File: src/rtl/lpht_pkg.sv
// shared types and constants of the linear probing hash table
`default_nettype none

package lpht_pkg;

    localparam int KEY_W          = 16;
    localparam int PAYLOAD_PORT_W = 64;
    localparam int SLOT_W         = 5;
    localparam int IN_TDATA_W     = 80;
    localparam int OUT_TDATA_W    = 72;

    // home slot reduction: key bits taken per cycle
    localparam int HASH_STEPS     = 4;
    localparam int HASH_CYCLES    = KEY_W / HASH_STEPS;
    localparam int HASH_CNT_W     = $clog2(HASH_CYCLES);

    typedef enum logic
    {
        OP_INSERT = 1'b0,
        OP_SEARCH = 1'b1
    } op_t;

    typedef enum logic [1:0]
    {
        RES_INSERTED  = 2'd0,
        RES_FOUND     = 2'd1,
        RES_NOT_FOUND = 2'd2,
        RES_FULL      = 2'd3
    } res_code_t;

    typedef enum logic [2:0]
    {
        ST_CLEAR,
        ST_IDLE,
        ST_HASH,
        ST_PROBE,
        ST_DONE
    } eng_state_t;

    typedef struct packed
    {
        res_code_t                   code;
        logic [PAYLOAD_PORT_W-1:0]   payload;
        logic [SLOT_W-1:0]           slot;
    } result_t;

endpackage

`default_nettype wire

File: src/rtl/lpht_hash.sv
// home slot unit: key modulo table size, a few key bits per cycle
`default_nettype none

module lpht_hash #(
    parameter int TABLE_SIZE = 20
) (
    input  wire logic                             clk,
    input  wire logic                             rst_n,
    input  wire logic                             start,
    input  wire logic [lpht_pkg::KEY_W-1:0]       key,
    output logic                                  done,
    output logic [$clog2(TABLE_SIZE)-1:0]         home
);

    localparam int IDX_W = $clog2(TABLE_SIZE);
    localparam int KW    = lpht_pkg::KEY_W;
    localparam int CNT_W = lpht_pkg::HASH_CNT_W;
    localparam logic [IDX_W:0] TSZ = (IDX_W+1)'(TABLE_SIZE);
    localparam logic [CNT_W-1:0] CNT_LAST = CNT_W'(lpht_pkg::HASH_CYCLES - 1);

    logic                 busy_reg, busy_next;
    logic                 done_reg, done_next;
    logic [CNT_W-1:0]     cnt_reg, cnt_next;
    logic [IDX_W-1:0]     rem_reg, rem_next;
    logic [KW-1:0]        ksh_reg, ksh_next;
    logic [IDX_W-1:0]     rem_step;
    logic [KW-1:0]        ksh_step;

    // restoring remainder, msb first
    always_comb
    begin
        logic [IDX_W:0]   t;
        logic [IDX_W-1:0] r;
        logic [KW-1:0]    k;
        r = rem_reg;
        k = ksh_reg;
        for (int j = 0; j < lpht_pkg::HASH_STEPS; j++)
        begin
            t = {r, k[KW-1]};
            k = {k[KW-2:0], 1'b0};
            if (t >= TSZ)
            begin
                t = t - TSZ;
            end
            r = t[IDX_W-1:0];
        end
        rem_step = r;
        ksh_step = k;
    end

    always_comb
    begin
        busy_next = busy_reg;
        done_next = 1'b0;
        cnt_next  = cnt_reg;
        rem_next  = rem_reg;
        ksh_next  = ksh_reg;
        if (start)
        begin
            busy_next = 1'b1;
            cnt_next  = '0;
            rem_next  = '0;
            ksh_next  = key;
        end
        else if (busy_reg)
        begin
            rem_next = rem_step;
            ksh_next = ksh_step;
            cnt_next = cnt_reg + 1'b1;
            if (cnt_reg == CNT_LAST)
            begin
                busy_next = 1'b0;
                done_next = 1'b1;
            end
        end
    end

    always_ff @(posedge clk or negedge rst_n)
    begin
        if (!rst_n)
        begin
            busy_reg <= 1'b0;
            done_reg <= 1'b0;
            cnt_reg  <= '0;
        end
        else
        begin
            busy_reg <= busy_next;
            done_reg <= done_next;
            cnt_reg  <= cnt_next;
        end
    end

    always_ff @(posedge clk)
    begin
        rem_reg <= rem_next;
        ksh_reg <= ksh_next;
    end

    assign done = done_reg;
    assign home = rem_reg;

endmodule

`default_nettype wire

File: src/rtl/lpht_engine.sv
// probe sequencer with the slot memory
`default_nettype none

module lpht_engine #(
    parameter int TABLE_SIZE    = 20,
    parameter int PAYLOAD_WIDTH = 64
) (
    input  wire logic                                   clk,
    input  wire logic                                   rst_n,
    input  wire logic                                   item_valid,
    input  wire lpht_pkg::op_t                          op,
    input  wire logic [lpht_pkg::KEY_W-1:0]             key,
    input  wire logic [lpht_pkg::PAYLOAD_PORT_W-1:0]    payload,
    output logic                                        ready,
    output logic                                        res_valid,
    input  wire logic                                   res_ready,
    output lpht_pkg::result_t                           res
);

    localparam int IDX_W  = $clog2(TABLE_SIZE);
    localparam int KW     = lpht_pkg::KEY_W;
    localparam int PW     = PAYLOAD_WIDTH;
    localparam int PPW    = lpht_pkg::PAYLOAD_PORT_W;
    localparam int SW     = lpht_pkg::SLOT_W;
    localparam int WORD_W = 1 + KW + PW;
    localparam logic [IDX_W-1:0] LAST_SLOT = IDX_W'(TABLE_SIZE - 1);

    // slot word: used flag, key, payload
    logic [WORD_W-1:0] mem [TABLE_SIZE];
    logic [WORD_W-1:0] rd_word_reg;

    lpht_pkg::eng_state_t state_reg, state_next;
    lpht_pkg::op_t        op_reg, op_next;
    logic [KW-1:0]        key_reg, key_next;
    logic [PW-1:0]        pay_reg, pay_next;
    logic [IDX_W-1:0]     pos_reg, pos_next;
    logic [IDX_W-1:0]     probe_reg, probe_next;
    logic [IDX_W-1:0]     clr_reg, clr_next;
    lpht_pkg::result_t    res_reg, res_next;

    logic                 hash_start;
    logic                 hash_done;
    logic [IDX_W-1:0]     hash_home;

    logic                 rd_en;
    logic [IDX_W-1:0]     rd_addr;
    logic                 wr_en;
    logic [IDX_W-1:0]     wr_addr;
    logic [WORD_W-1:0]    wr_data;

    logic                 slot_used;
    logic                 key_match;
    logic                 last_probe;
    logic                 finish;
    logic [IDX_W-1:0]     pos_inc;

    lpht_hash #(
        .TABLE_SIZE (TABLE_SIZE)
    ) u_hash (
        .clk   (clk),
        .rst_n (rst_n),
        .start (hash_start),
        .key   (key),
        .done  (hash_done),
        .home  (hash_home)
    );

    assign slot_used  = rd_word_reg[WORD_W-1];
    assign key_match  = (rd_word_reg[PW +: KW] == key_reg);
    assign last_probe = (probe_reg == LAST_SLOT);
    assign pos_inc    = (pos_reg == LAST_SLOT) ? '0 : pos_reg + 1'b1;
    assign finish     = !slot_used || last_probe
                        || (op_reg == lpht_pkg::OP_SEARCH && key_match);

    // next state
    always_comb
    begin
        state_next = state_reg;
        case (state_reg)
            lpht_pkg::ST_CLEAR:
            begin
                if (clr_reg == LAST_SLOT)
                begin
                    state_next = lpht_pkg::ST_IDLE;
                end
            end
            lpht_pkg::ST_IDLE:
            begin
                if (item_valid)
                begin
                    state_next = lpht_pkg::ST_HASH;
                end
            end
            lpht_pkg::ST_HASH:
            begin
                if (hash_done)
                begin
                    state_next = lpht_pkg::ST_PROBE;
                end
            end
            lpht_pkg::ST_PROBE:
            begin
                if (finish)
                begin
                    state_next = lpht_pkg::ST_DONE;
                end
            end
            lpht_pkg::ST_DONE:
            begin
                if (res_ready)
                begin
                    state_next = lpht_pkg::ST_IDLE;
                end
            end
            default:
            begin
                state_next = lpht_pkg::ST_CLEAR;
            end
        endcase
    end

    // outputs and memory controls
    always_comb
    begin
        ready      = 1'b0;
        hash_start = 1'b0;
        rd_en      = 1'b0;
        rd_addr    = pos_inc;
        wr_en      = 1'b0;
        wr_addr    = pos_reg;
        wr_data    = '0;
        res_valid  = 1'b0;
        case (state_reg)
            lpht_pkg::ST_CLEAR:
            begin
                wr_en   = 1'b1;
                wr_addr = clr_reg;
            end
            lpht_pkg::ST_IDLE:
            begin
                ready      = 1'b1;
                hash_start = item_valid;
            end
            lpht_pkg::ST_HASH:
            begin
                rd_en   = hash_done;
                rd_addr = hash_home;
            end
            lpht_pkg::ST_PROBE:
            begin
                rd_en = !finish;
                if (op_reg == lpht_pkg::OP_INSERT && !slot_used)
                begin
                    wr_en   = 1'b1;
                    wr_data = {1'b1, key_reg, pay_reg};
                end
            end
            lpht_pkg::ST_DONE:
            begin
                res_valid = 1'b1;
            end
            default:
            begin
                ready = 1'b0;
            end
        endcase
    end

    // datapath registers
    always_comb
    begin
        op_next    = op_reg;
        key_next   = key_reg;
        pay_next   = pay_reg;
        pos_next   = pos_reg;
        probe_next = probe_reg;
        clr_next   = clr_reg;
        res_next   = res_reg;
        case (state_reg)
            lpht_pkg::ST_CLEAR:
            begin
                clr_next = clr_reg + 1'b1;
            end
            lpht_pkg::ST_IDLE:
            begin
                if (item_valid)
                begin
                    op_next  = op;
                    key_next = key;
                    pay_next = payload[PW-1:0];
                end
            end
            lpht_pkg::ST_HASH:
            begin
                if (hash_done)
                begin
                    pos_next   = hash_home;
                    probe_next = '0;
                end
            end
            lpht_pkg::ST_PROBE:
            begin
                res_next.payload = '0;
                res_next.slot    = '0;
                if (!slot_used)
                begin
                    if (op_reg == lpht_pkg::OP_INSERT)
                    begin
                        res_next.code = lpht_pkg::RES_INSERTED;
                        res_next.slot = SW'(pos_reg);
                    end
                    else
                    begin
                        res_next.code = lpht_pkg::RES_NOT_FOUND;
                    end
                end
                else if (op_reg == lpht_pkg::OP_SEARCH && key_match)
                begin
                    res_next.code    = lpht_pkg::RES_FOUND;
                    res_next.payload = PPW'(rd_word_reg[PW-1:0]);
                    res_next.slot    = SW'(pos_reg);
                end
                else if (op_reg == lpht_pkg::OP_INSERT)
                begin
                    res_next.code = lpht_pkg::RES_FULL;
                end
                else
                begin
                    res_next.code = lpht_pkg::RES_NOT_FOUND;
                end
                if (!finish)
                begin
                    pos_next   = pos_inc;
                    probe_next = probe_reg + 1'b1;
                end
            end
            default:
            begin
                res_next = res_reg;
            end
        endcase
    end

    always_ff @(posedge clk or negedge rst_n)
    begin
        if (!rst_n)
        begin
            state_reg <= lpht_pkg::ST_CLEAR;
            clr_reg   <= '0;
            pos_reg   <= '0;
            probe_reg <= '0;
        end
        else
        begin
            state_reg <= state_next;
            clr_reg   <= clr_next;
            pos_reg   <= pos_next;
            probe_reg <= probe_next;
        end
    end

    always_ff @(posedge clk)
    begin
        op_reg  <= op_next;
        key_reg <= key_next;
        pay_reg <= pay_next;
        res_reg <= res_next;
    end

    // slot memory, one write and one registered read per cycle
    always_ff @(posedge clk)
    begin
        if (wr_en)
        begin
            mem[wr_addr] <= wr_data;
        end
    end

    always_ff @(posedge clk)
    begin
        if (rd_en)
        begin
            rd_word_reg <= mem[rd_addr];
        end
    end

    assign res = res_reg;

endmodule

`default_nettype wire

File: src/rtl/linear_probe_hash_table.sv
// top level of the linear probing hash table with its stream ports
`default_nettype none

// channel   direction  tuser            tdata (lowest bits first)
// s_axis    in         opcode [0]       key [15:0], payload [79:16]
// m_axis    out        result_code[1:0] payload_out [63:0], slot_index [68:64], zero pad
//
// after reset a clearing pass writes every slot empty, and no transaction is
// taken on s_axis meanwhile
// one transaction at a time: the home slot unit reduces the 16 key bits, then
// the slots are probed in order from the home slot through the single read
// port of the slot memory, 1 to TABLE_SIZE slots per transaction
// a finished result sits in the output register, so a new transaction can be
// taken while m_axis is stalled; the sequencer holds the next result until
// that register frees up

module linear_probe_hash_table #(
    parameter int TABLE_SIZE    = 20,
    parameter int PAYLOAD_WIDTH = 64
) (
    input  wire logic                                clk,
    input  wire logic                                rst_n,
    input  wire logic                                s_axis_tvalid,
    output logic                                     s_axis_tready,
    input  wire logic [lpht_pkg::IN_TDATA_W-1:0]     s_axis_tdata,  // key, payload
    input  wire logic [0:0]                          s_axis_tuser,  // opcode
    output logic                                     m_axis_tvalid,
    input  wire logic                                m_axis_tready,
    output logic [lpht_pkg::OUT_TDATA_W-1:0]         m_axis_tdata,  // payload_out, slot_index, pad
    output logic [1:0]                               m_axis_tuser   // result_code
);

    localparam int KW  = lpht_pkg::KEY_W;
    localparam int PPW = lpht_pkg::PAYLOAD_PORT_W;
    localparam int SW  = lpht_pkg::SLOT_W;
    localparam int PAD = lpht_pkg::OUT_TDATA_W - PPW - SW;

    logic                 eng_ready;
    logic                 eng_res_valid;
    logic                 eng_res_ready;
    lpht_pkg::result_t    eng_res;
    lpht_pkg::op_t        in_op;

    logic                 out_valid_reg, out_valid_next;
    lpht_pkg::result_t    out_res_reg, out_res_next;

    assign in_op = lpht_pkg::op_t'(s_axis_tuser[0]);

    lpht_engine #(
        .TABLE_SIZE    (TABLE_SIZE),
        .PAYLOAD_WIDTH (PAYLOAD_WIDTH)
    ) u_engine (
        .clk        (clk),
        .rst_n      (rst_n),
        .item_valid (s_axis_tvalid),
        .op         (in_op),
        .key        (s_axis_tdata[KW-1:0]),
        .payload    (s_axis_tdata[KW +: PPW]),
        .ready      (eng_ready),
        .res_valid  (eng_res_valid),
        .res_ready  (eng_res_ready),
        .res        (eng_res)
    );

    assign s_axis_tready = eng_ready;

    // output register takes a result when empty or emptied in the same cycle
    assign eng_res_ready = !out_valid_reg || m_axis_tready;

    always_comb
    begin
        out_valid_next = out_valid_reg;
        out_res_next   = out_res_reg;
        if (eng_res_valid && eng_res_ready)
        begin
            out_valid_next = 1'b1;
            out_res_next   = eng_res;
        end
        else if (m_axis_tready)
        begin
            out_valid_next = 1'b0;
        end
    end

    always_ff @(posedge clk or negedge rst_n)
    begin
        if (!rst_n)
        begin
            out_valid_reg <= 1'b0;
        end
        else
        begin
            out_valid_reg <= out_valid_next;
        end
    end

    always_ff @(posedge clk)
    begin
        out_res_reg <= out_res_next;
    end

    assign m_axis_tvalid = out_valid_reg;
    assign m_axis_tuser  = out_res_reg.code;
    assign m_axis_tdata  = {{PAD{1'b0}}, out_res_reg.slot, out_res_reg.payload};

endmodule

`default_nettype wire

File: config.mk
export PLATFORM = sky130hd
export DESIGN_NAME = linear_probe_hash_table
export DESIGN_NICKNAME = d
export VERILOG_FILES = /design/src/rtl/lpht_pkg.sv /design/src/rtl/lpht_hash.sv /design/src/rtl/lpht_engine.sv /design/src/rtl/linear_probe_hash_table.sv
export SDC_FILE = /design/constraint.sdc
export NUM_CORES = 2
export LEC_CHECK = 0
export ABC_AREA = 1
export BUFFER_PORTS_ARGS = -buffer_cell sky130_fd_sc_hd__buf_2
export CAP_MARGIN = 20
export CORE_MARGIN = 3
export CORE_UTILIZATION = 25
export DETAILED_ROUTE_END_ITERATION = 6
export MAX_ROUTING_LAYER = met4
export SYNTH_ARGS = -nofsm -noshare
export SYNTH_HDL_FRONTEND = slang
export SYNTH_SLANG_ARGS = --single-unit
File: constraint.sdc
create_clock -name clk -period 23.3 [get_ports clk]
set_input_delay 1.165 -clock clk [delete_from_list [all_inputs] [get_ports clk]]
set_output_delay 1.165 -clock clk [all_outputs]
set_load 0.05 [all_outputs]
### After elaboration in Yosys (flattened, before gate mapping)

Memories as Yosys holds them, arrays and structs flattened. A register that Yosys moved wholly into a read port is not among the register bits.
Index checks and enable logic that the tools add are counted.

| storage, ports and cells | value |
|---|---|
| logic and storage cells | 113 |
| bits in writable memories | 1620 |
| memories kept | 1 |
| flip-flop bits (word level) | 267 |
| input port bits | 85 |
| output and inout port bits | 76 |

Memories:

| name | words | bits a word | rd ports | clocked after memory_dff | wr ports | RTL line | RTL |
|---|---|---|---|---|---|---|---|
| u_engine.mem | 20 | 81 | 1 | 1 | 1 | lpht_engine.sv:29 | `logic [WORD_W-1:0] mem [TABLE_SIZE];` |

| operators by class | value |
|---|---|
| bitwise logic cells | 1 |
| mux-type cells | 48 |
| reductions and logical operators | 17 |
| eq/ne operators | 15 |
| $lt $le $gt $ge | 4 |
| add/sub/neg operators | 8 |

Operators by type and width:

| kind | number |
|---|---|
| $mux 81 | 2 |
| $mux 5 | 14 |
| $mux 16 | 2 |
| $ge 6x5->1 const B | 4 |
| $pmux 5 s2 | 2 |
| $sub 5x5->5 const B | 4 |
| $eq 16x16->1 | 1 |
| $add 5x1->5 const B | 3 |
| $eq 5x5->1 const B | 3 |
| $mux 1 | 15 |
| $mux 3 | 5 |
| $pmux 3 s5 | 1 |
| $mux 2 | 5 |
| $ne 2x2->1 const B | 4 |
| $eq 3x2->1 const B | 2 |
| $reduce_bool 2->1 | 3 |
| $reduce_and 5->1 | 1 |
| $ne 2x1->1 const B | 2 |
| $pmux 1 s2 | 2 |
| $reduce_and 2->1 | 2 |
| $eq 3x1->1 const B | 1 |
| $eq 3x3->1 const B | 1 |
| $logic_and 1x1->1 | 3 |
| $logic_not 1->1 | 3 |
| other kinds (6) | 8 |

### Depth between registers and ports, before layout

| logic depth | value |
|---|---|
| depth in word-level cells | 8 |
| gate-level depth with buffers | 33 |
| depth with buffers taken out | 33 |

### By module

From an unflattened synthesis, not the netlist that was laid out.

| unflattened totals | value |
|---|---|
| cells, all modules | 7285 |
| area, all modules | 83139.7 µm² |

By module, submodules not included:

| module | seq. area each (µm²) | instances | cells an instance | area an instance (µm²) |
|---|---|---|---|---|
| lpht_engine | 56093.8 | 1 | 7024 | 79436.2 |
| linear_probe_hash_table | 2157.1 | 1 | 81 | 2203.4 |
| lpht_hash | 680.7 | 1 | 180 | 1500.2 |

### Least setup slack after synthesis

Ideal clock, no wire load.

| timing | value |
|---|---|
| kind | flip-flop to flip-flop |
| from | reg u_engine.state_reg[0] |
| to | mem u_engine.mem[10][0] (netlist name), enable pin |
| arrival | 7.279 ns |
| required time | 22.779 ns |
| cell stages (with the launch flop) | 10 |
| period minus slack after synthesis | 7.801 ns |
| path slack | 15.499 ns |
| setup time | 0.521 ns |
| buffers on the path | 1 |
| cells stage by stage | dfrtp_1 > inv_1 > nor2_1 > nand2_1 > inv_1 > clkbuf_1 > nand2_1 > nand2_1 > nand3_1 > nor2_1 |

| on the way | value |
|---|---|
| word-level cells in the longest chain between the ends | 4 |
| elaborated cells between the ends (all ways) | 6 |
| those cells by class | eq/ne: 1; mux: 4; reduce/logical: 1 |

Ends and longest elaborated chain:

| element | RTL line | RTL |
|---|---|---|
| start, declared | lpht_engine.sv:32 | `lpht_pkg::eng_state_t state_reg, state_next;` |
| start signal, assigned | lpht_engine.sv:248 | `state_reg <= lpht_pkg::ST_CLEAR;` |
| start signal, assigned | lpht_engine.sv:255 | `state_reg <= state_next;` |
| $eq 3x2->1 / $logic_not 3->1 (equally long branches) | lpht_engine.sv:133 | `case (state_reg)` |
| $pmux 1 s2 | lpht_engine.sv:133 |  |
| $mux 1 | lpht_engine.sv:273 | `if (wr_en)` |
| $mux 1 (not written as such) | lpht_engine.sv:275 | `mem[wr_addr] <= wr_data;` |
| end, declared | lpht_engine.sv:29 |  |

Parallel ways exist; a longest one is shown, timed or not.

### Worst setup path in the final report

| timing | value |
|---|---|
| from | reg u_engine.state_reg[0] |
| to | mem u_engine.mem[19][14] (netlist name), enable pin |

The elaborated chain is that of the path after synthesis.

==> flow_metrics.env <==
export IMPL_status="complete, no violations"
export IMPL_die_area_um2=308000
export IMPL_ir_drop_mv=0.1549
export IMPL_p_total_w=0.01223
export IMPL_worst_setup_path_type="reg -> reg"
export IMPL_cts_htree_levels=4
export IMPL_cts_resized=0
export IMPL_postCtsHoldBufs=0
export IMPL_finalSetupViolations=0
export IMPL_drc_errors=0
export IMPL_ys_flop_type="edfxtp_1"
export IMPL_floorplan_core_area_um2=298500
export IMPL_rsz0062_at_grt="false"
export IMPL_p_leak_nw=28.60
export IMPL_clockBufferDepth=4
export IMPL_drive_gt1_share_pct=11.34
export IMPL_syn2layout_area_growth_pct=16.25
export IMPL_yosysTopAreaCellShare_pct=77.31
export IMPL_largest_reg_flops=1620
export IMPL_grt_overflow=0
export IMPL_required_ns=23.75
export IMPL_ys_ff_latch=1968
export IMPL_setup_tns_ns=0
export IMPL_fin_util_pct=29.34
export IMPL_cts_num_sinks=1968
export IMPL_yosys_area_share_simple_pct=7.372
export IMPL_post_route_period_util_pct=23.65
export IMPL_pin_count=161
export IMPL_synth_mux_area_share_pct=0
export IMPL_drt_total_wl_um=206800
export IMPL_synth_area_leader_cell="edfxtp_1"
export IMPL_grt_pass1_vias=45670
export IMPL_wl_per_cell_um=21.57
export IMPL_clock_skew_ns=0.04287
export IMPL_worst_pin_slew_ns=1.159
export IMPL_grt_antenna_before_repair=19
export IMPL_cts_tree="yes"
export IMPL_grt_use_total_pct=13.29
export IMPL_initial_core_util_pct=25.24
export IMPL_hpwl_um=106300
export IMPL_critPathCaptureType="register"
export IMPL_ys_types=41
export IMPL_netlist_area_um2=75350
export IMPL_synthTopCellsByArea="edfxtp_1 77%, nor2_1 5.4%, o21ai_0 4.7%"
export IMPL_clock_latency_ns=0.85
export IMPL_fp_row_count=200
export IMPL_ant_nets=0
export IMPL_synth_edf_count=1940
export IMPL_final_area_um2=87600
export IMPL_fin_hold_ws_ns=0.3638
export IMPL_min_path_type="in -> async"
export IMPL_cts_buffers=201
export IMPL_finalCriticalPeriod_ns=5.511
export IMPL_timing_fmax_mhz=181.5
export IMPL_vias=45840
export IMPL_yosysMostFrequentCell="edfxtp_1"
export IMPL_synth_compound_area_share_pct=11.38
export IMPL_portBuffers=157
export IMPL_clk_pin_slew_worst_paths_ns=0.06
export IMPL_chipWidth_um=555.0
export IMPL_viasPerCell=4.781
export IMPL_async_flop_share_pct=1.169
export IMPL_relSlewSlack_pct=22.46
export IMPL_dr_pass1_iters=5
export IMPL_post_cts_buffers=0
export IMPL_synth_top_family_by_area="compound AO/OA/AOI/OAI gates"
export IMPL_synthXorXnorAreaFrac_pct=0.1976
export IMPL_cp_start_kind="register"
export IMPL_root_buffer="clkbuf_16"
export IMPL_synthCells=5334
export IMPL_drt_iter0_drc=4792
export IMPL_syn_area_per_cell_um2=14.13
export IMPL_ys_warn_count=0
export IMPL_dpl_instance_area_um2=80730
export IMPL_power_density_nw_per_um2=139.6
export IMPL_cp_arrival_ns=5.96
export IMPL_die_h_um=555.0
export IMPL_gp_congestion=0.7729
export IMPL_yosysSeqAreaShare_pct=78.21
export IMPL_path_max_fanout=39
export IMPL_grt_pass1_wl_um=303600
export IMPL_finalHoldViolations=0
export IMPL_synthAdderAreaFrac_pct=0.1494
export IMPL_synth_commonest_cells="1940 x edfxtp_1, 1091 x nor2_1, 712 x o21ai_0"
export IMPL_fin_nets=5578
export IMPL_grt_max_degree=307
export IMPL_drv_slew=0
export IMPL_cap_violations=0
## worst paths after layout
path / start / end / slack, ns / cells past startpoint
max: u_engine.state_reg[0] / u_engine.mem[19][14] / 17.79 / 10
min: rst_n / u_engine.probe_reg[4] / 0.36 / 1
max reg2reg: u_engine.state_reg[0] / u_engine.mem[19][14] / 17.79 / 10
min reg2reg: u_engine.res[29] / m_axis_tdata[24] / 0.42 / 0
max in group asynchronous: rst_n / u_engine.probe_reg[0] / 22.50 / 1
min in group clk: u_engine.res[29] / m_axis_tdata[24] / 0.42 / 0
## per-stage QoR
step	worst slack, ns	instances
floorplan	15.50	5336
global placement	17.86	9158
detailed placement	17.74	9174
CTS	17.72	9527
global route	17.49	9587
finish	17.79	9588
## logic make-up (layout without fill, tap and decap cells)
group                      Yosys count  count (layout)
xor gates and xnor gates            17              17
AOI/OAI and AO/OA                 1423            1423
buffers and inverters              498             796
and+or+nand+nor                   1418            1418
other                                1              18
adders and majority gates            9               9
DFF                               1968            1968
## worst max-delay path, cell delays in order (launching register included)
cell     delay (ns)
dfrtp_1        0.42
inv_1          0.08
nor2_1         0.22
nand2_4        0.45
inv_4          0.59
nand2_1        0.29
nand2_1        0.23
nand3_1        0.42
nor2_4         0.97
buf_4          0.74
buf_4          0.57
## cell type report
type / instances / area [µm²]
well taps: 3939 / 4928
inverters: 133 / 530.5
clock inverters: 111 / 1147
clock buffers: 242 / 5269
multi-input cells: 2870 / 14650
fillers: 29690 / 210900
repair buffers: 310 / 2102
flip-flops and latches: 1968 / 58930
diodes: 15 / 37.54
## layout by cell type, fill, tap and decap left out, types with 86 or more instances in the layout
master,netlist,layout
edfxtp_1,1940,1940
nor2_1,1091,1068
o21ai_0,712,712
o221ai_1,243,243
clkbuf_16,0,205
nand2_1,181,180
o22ai_1,164,164
buf_2,77,157
buf_4,12,130
inv_1,124,123
o21ai_1,126,122
nand3_1,118,117
o211ai_1,86,86
## where the power goes
part	leakage (nW)	internal, W	switching [W]	total, W
clock network	3.16	0.00186	0.00133	0.00319
logic	6.56	0.00114	0.00327	0.00441
registers	18.9	0.00449	0.000131	0.00462
## per-layer routing
layer | routed length [µm] | vias to the layer above | track usage (%)
met4 | 5178 | 0 | 4.039
met1 | 90150 | 23400 | 17.35
li1 | - | 20430 | -
met2 | 97910 | 1662 | 21.27
met5 | 0 | - | -
met3 | 13560 | 340 | 2.136
No activity file was read; power rests on OpenSTA's default activity.
